**config.mk**
```make
export PLATFORM = sky130hd
export DESIGN_NAME = ssrb_ctrl
export DESIGN_NICKNAME = d
export VERILOG_FILES = /design/src/ssrb_pkg.sv /design/src/ssrb_ctrl.sv
export SDC_FILE = /design/constraint.sdc
export NUM_CORES = 1
export LEC_CHECK = 0
export ABC_AREA = 1
export BUFFER_PORTS_ARGS = -buffer_cell sky130_fd_sc_hd__buf_2
export CAP_MARGIN = 20
export CORE_AREA = 2 2 39 41
export CTS_BUF_LIST = sky130_fd_sc_hd__clkbuf_8
export CTS_CLUSTER_DIAMETER = 80
export DETAILED_ROUTE_END_ITERATION = 12
export DIE_AREA = 0 0 41 43
export PLACE_DENSITY = 0.33
export SKIP_LAST_GASP = 1
export SLEW_MARGIN = 0
export SYNTH_ARGS = -nofsm -noshare
export SYNTH_HDL_FRONTEND = slang
export SYNTH_SLANG_ARGS = --single-unit
```
**constraint.sdc**
```tcl
create_clock -name clk -period 0.8 [get_ports clk]
set_input_delay 0.04 -clock clk [delete_from_list [all_inputs] [get_ports clk]]
set_output_delay 0.04 -clock clk [all_outputs]
set_load 0.005 [all_outputs]
```
**src/ssrb_pkg.sv**
```systemverilog
// Shared types, codes and constants for the stereo sample ring buffer.
// No dependencies; imported by every module of the block.
package ssrb_pkg;

  // Default ring depth in frames (top-level parameter default).
  localparam int RING_FRAMES_DEF = 32768;

  // Longest read block and fill level reporting ceiling.
  localparam logic [12:0] BLOCK_MAX = 13'd4096;
  localparam logic [14:0] FILL_SAT  = 15'h7FFF;

  // Sample clamp bounds for 32-bit input formats.
  localparam logic signed [31:0] CLAMP_HI = 32'sd32766;
  localparam logic signed [31:0] CLAMP_LO = -32'sd32766;

  // Configuration port.
  localparam int CFG_IW = 2;
  localparam int CFG_DW = 15;
  localparam logic [CFG_IW-1:0] CFG_INPUT_FORMAT   = 2'd0;
  localparam logic [CFG_IW-1:0] CFG_OVERFLOW_LIMIT = 2'd1;
  localparam logic [CFG_IW-1:0] CFG_BLOCK_FRAMES   = 2'd2;

  // Input format codes (unused code falls back to stereo 32-bit).
  localparam logic [1:0] FMT_STEREO32 = 2'd0;
  localparam logic [1:0] FMT_STEREO16 = 2'd1;
  localparam logic [1:0] FMT_MONO32   = 2'd2;

  // Register reset values.
  localparam logic [1:0]  FMT_RESET   = FMT_STEREO32;
  localparam logic [14:0] LIMIT_RESET = 15'd20480;
  localparam logic [12:0] BLOCK_RESET = 13'd512;

  // Request and result codes.
  localparam logic MODE_PUSH   = 1'b0;
  localparam logic MODE_POP    = 1'b1;
  localparam logic KIND_FRAME  = 1'b0;
  localparam logic KIND_STATUS = 1'b1;

  typedef struct packed {
    logic               mode;
    logic signed [31:0] sample_right;
    logic signed [31:0] sample_left;
    logic               batch_last;
  } in_item_t;

  typedef struct packed {
    logic               kind;
    logic signed [15:0] out_right;
    logic signed [15:0] out_left;
    logic               underrun;
    logic               batch_dropped;
    logic [14:0]        fill_level;
  } out_item_t;

  typedef enum logic [1:0] {
    ST_IDLE,
    ST_EXEC,
    ST_READ
  } ctrl_state_t;

  // Controller -> datapath
  typedef struct packed {
    logic capture;
    logic push;
    logic pop;
    logic emit;
  } dp_cmd_t;

  // Datapath -> controller
  typedef struct packed {
    logic is_pop;
    logic is_last;
    logic out_free;
  } dp_status_t;

  function automatic logic [15:0] clamp16(input logic signed [31:0] s);
    logic [15:0] res;
    if (s < CLAMP_LO) begin
      res = CLAMP_LO[15:0];
    end else if (s > CLAMP_HI) begin
      res = CLAMP_HI[15:0];
    end else begin
      res = s[15:0];
    end
    return res;
  endfunction

endpackage

```
**src/ssrb_ctrl.sv**
```systemverilog
// Sequencing FSM for the stereo sample ring buffer.
// Depends on ssrb_pkg; drives ssrb_datapath through dp_cmd_t.
module ssrb_ctrl (
  input  logic                clk,
  input  logic                rst_n,
  input  logic                in_valid,
  output logic                in_ready,
  input  ssrb_pkg::dp_status_t status,
  output ssrb_pkg::dp_cmd_t    cmd
);
  import ssrb_pkg::*;

  ctrl_state_t state_r, state_nxt;

  always_ff @(posedge clk) begin
    if (!rst_n) begin
      state_r <= ST_IDLE;
    end else begin
      state_r <= state_nxt;
    end
  end

  // next state
  always_comb begin
    state_nxt = state_r;
    case (state_r)
      ST_IDLE: begin
        if (in_valid) state_nxt = ST_EXEC;
      end
      ST_EXEC: begin
        if (status.is_pop) begin
          state_nxt = ST_READ;
        end else if (!status.is_last || status.out_free) begin
          state_nxt = ST_IDLE;
        end
      end
      ST_READ: begin
        if (status.out_free) state_nxt = ST_IDLE;
      end
      default: state_nxt = ST_IDLE;
    endcase
  end

  // outputs
  always_comb begin
    in_ready    = 1'b0;
    cmd         = '0;
    case (state_r)
      ST_IDLE: begin
        in_ready    = 1'b1;
        cmd.capture = in_valid;
      end
      ST_EXEC: begin
        if (status.is_pop) begin
          cmd.pop = 1'b1;
        end else begin
          // a batch end needs the result slot before any state moves
          cmd.push = !status.is_last || status.out_free;
        end
      end
      ST_READ: begin
        cmd.emit = status.out_free;
      end
      default: begin
        in_ready = 1'b0;
      end
    endcase
  end

endmodule

```
==> flow_metrics.tcl <==
set metrics [dict create \
    cp-end-kind "output port" \
    grt_overflow 0 \
    cts-root-buf "clkbuf_8" \
    p_int_mw 0.470 \
    drc 0 \
    yosys.area_share.adder_pct 0 \
    antenna_found_initial 0 \
    clk_pin_slew_ps 30 \
    cp_max_fo 5 \
    switching_share_pct 20.7 \
    r2r_setup_slack_ps -60 \
    slowest_stage "dfxtp_2" \
    clk_latency_ps 210 \
    drive_above_1_share_pct 66.7 \
    die_h_um 43 \
    tns_ps -753 \
    port_buffers 10 \
    max-vdd-ir-drop_mv 0.645 \
    grt_max_degree 6 \
    die-area_um2 1760 \
    synth_mux_area_share_pct 0 \
    synthDistinctLibCells 9 \
    p_seq_share_pct 19.5 \
    io_pins 11 \
    worst_clock_skew_ps 1.41 \
    initial_utilization_pct 9.13 \
    path_buf_inv 1 \
    crit_required_ps 760 \
    period_minus_slack_ps 997 \
    vias 174 \
    syn_area_um2 126 \
    synthToLayoutAreaGrowth_pct 123 \
    synth_top_family_by_area "simple AND/OR/NAND/NOR gates" \
    yosys_warnings 0 \
    hold_class "in -> reg" \
    p_total_mw 0.592 \
    cp_data_arrival_time_ps 960 \
    clkPwrFrac_pct 66.1 \
    post_drt_wl_per_cell_um 7.90 \
    post-route-util_pct 20.3 \
    max_cap_viol_count 0 \
    grt_pass1_vias 177 \
    place_congestion 0.561 \
    criticalPathCategory "reg -> out" \
    cts_tree "yes" \
    hold_viol 0 \
    grt_pass1_wl_um 579 \
    cp_slowest_stage_delay_ps 350 \
    max_freq_mhz 1000 \
    fin_nets 44 \
    crit_chain "nor4_4 -> buf_2" \
    antennaDiodeCount 0 \
    hpwl_um 309 \
    ys_seq_area_share_pct 31.7 \
    avgSynthCellArea_um2 6.02 \
    crit_path_start_kind "flip-flop" \
    rsz0062_at_grt "true" \
    reg_top3 "state_r: 2 flops" \
    die_w_um 41 \
    clk_path_buf_depth 2 \
    largest_reg_flops 2 \
    synth-xor-area-share_pct 0 \
    period_share_pct 125 \
    power.switching_mw 0.123 \
    combPwrFrac_pct 14.5 \
    finalSetupViolations 6 \
    drtIter0Drc 0 \
    synthSimpleGateAreaFrac_pct 39.6 \
    ys_seq_elements 2 \
    violations "setup timing" \
    wl_um 411 \
    row_count 14 \
    grt.total_usage_pct 5.71 \
    viasPerCell 3.35 \
    power_density_nw_per_um2 2100 \
    numClockSinks 2 \
    outcome "finished with violations" \
    regMostFlops "state_r" \
    hold_buffers 0 \
    relSlewSlack_pct 87.1 \
    cts_max_level 1 \
    route.antenna.remaining_nets 0 \
    numCtsBuffers 3 \
    syn-instance-count 21 \
    core_um2 1380 \
    first_pass_iters 1 \
    p_leak_nw 0.150 \
    tightest_slew_ps 192 \
    synth_compound_area_share_pct 7.92 \
    fill_cells 171 \
    syn-num-nets 27 \
    slew_viol_final 0 \
    path_delay_family "flip-flops" \
    setup_slack_ps -197 \
]
power by group through the flow:
| stage | clock [mW] | combinational, mW | sequential (mW) |
|---|---|---|---|
| 6_report | 0.391 | 0.0858 | 0.115 |
| 4_1_cts | 0.405 | 0.0771 | 0.113 |
| 3_5_place_dp | 0 | 0.0678 | 0.113 |
| 5_1_grt | 0.416 | 0.0972 | 0.116 |
| 2_1_floorplan | 0 | 0.0313 | 0.112 |
| 3_3_place_gp | 0 | 0.0673 | 0.113 |
through the flow:
stage | hold WS, ps | setup slack (ps) | std cells | instance area (µm²)
2_1_floorplan | 115 | 96.2 | 21 | 126
3_3_place_gp | 292 | 12.8 | 48 | 204
3_5_place_dp | 281 | 13.8 | 48 | 204
4_1_cts | 54.6 | -185 | 52 | 259
5_1_grt | 64.5 | -243 | 52 | 282
6_report | 59.0 | -197 | 52 | 282
worst paths after layout:
kind,from,endpoint,cells after the start
worst min-delay path,rst_n,state_r[1]$_SDFFE_PN0P_,3
worst max-delay path,state_r[1]$_SDFFE_PN0P_,cmd[2],2
worst max register to register,state_r[1]$_SDFFE_PN0P_,state_r[0]$_SDFFE_PN0P_,4
worst min register to register,state_r[1]$_SDFFE_PN0P_,state_r[1]$_SDFFE_PN0P_,2
cell families after synthesis:
logic type / after synthesis
AOI/OAI and AO/OA: 2
buffers and inverters: 7
DFF: 2
and+or+nand+nor: 10
per-layer routing:
layer,global-route usage (%),share of wire [%],vias up
li1,-,-,93
met1,5.11,38,74
met2,7.19,53,7
met3,3.14,8.8,0
met4,8.00,0,0
met5,0,0,-
repair_timing:
item	in CTS	in global routing
pin swaps	4	1
resized for setup	3	5
buffers inserted	1	0
setup endpoints to repair	5	6
cell usage in the layout (no fill, tap or decap):
cell type and count:
a21oi_1 2, inv_4 1, nor4_4 1, buf_6 1, dfxtp_2 2, nand2_1 2, buf_2 10, nand2_2 1
inv_1 6, nor2_2 4, clkbuf_8 3, buf_4 1, nand3_1 2
worst reg2reg max path, stage by stage, from the launching register on:
cell,delay (ps)
dfxtp_2,350
nor2_2,110
nand2_1,80
buf_4,130
a21oi_1,120
area by class of cell:
cell class | instances | area, µm² | share of cell area (%)
flip-flops and latches | 2 | 42.5 | 15.1
multi-input cells | 12 | 80.1 | 28.4
well taps | 16 | 20.0 | 7.11
clock buffers | 3 | 41.3 | 14.7
repair buffers | 12 | 68.8 | 24.4
inverters | 7 | 28.8 | 10.2
cells in the mapped netlist:
cell type,number,area [µm²]
a21oi_1,2,10.0
dfxtp_1,2,40.0
inv_1,6,22.5
inv_2,1,3.75
nand2_1,3,11.3
nand3_1,2,10.0
nor2_1,1,3.75
nor2_2,3,18.8
nor4_1,1,6.26
No activity file was read; power rests on OpenSTA's default activity.
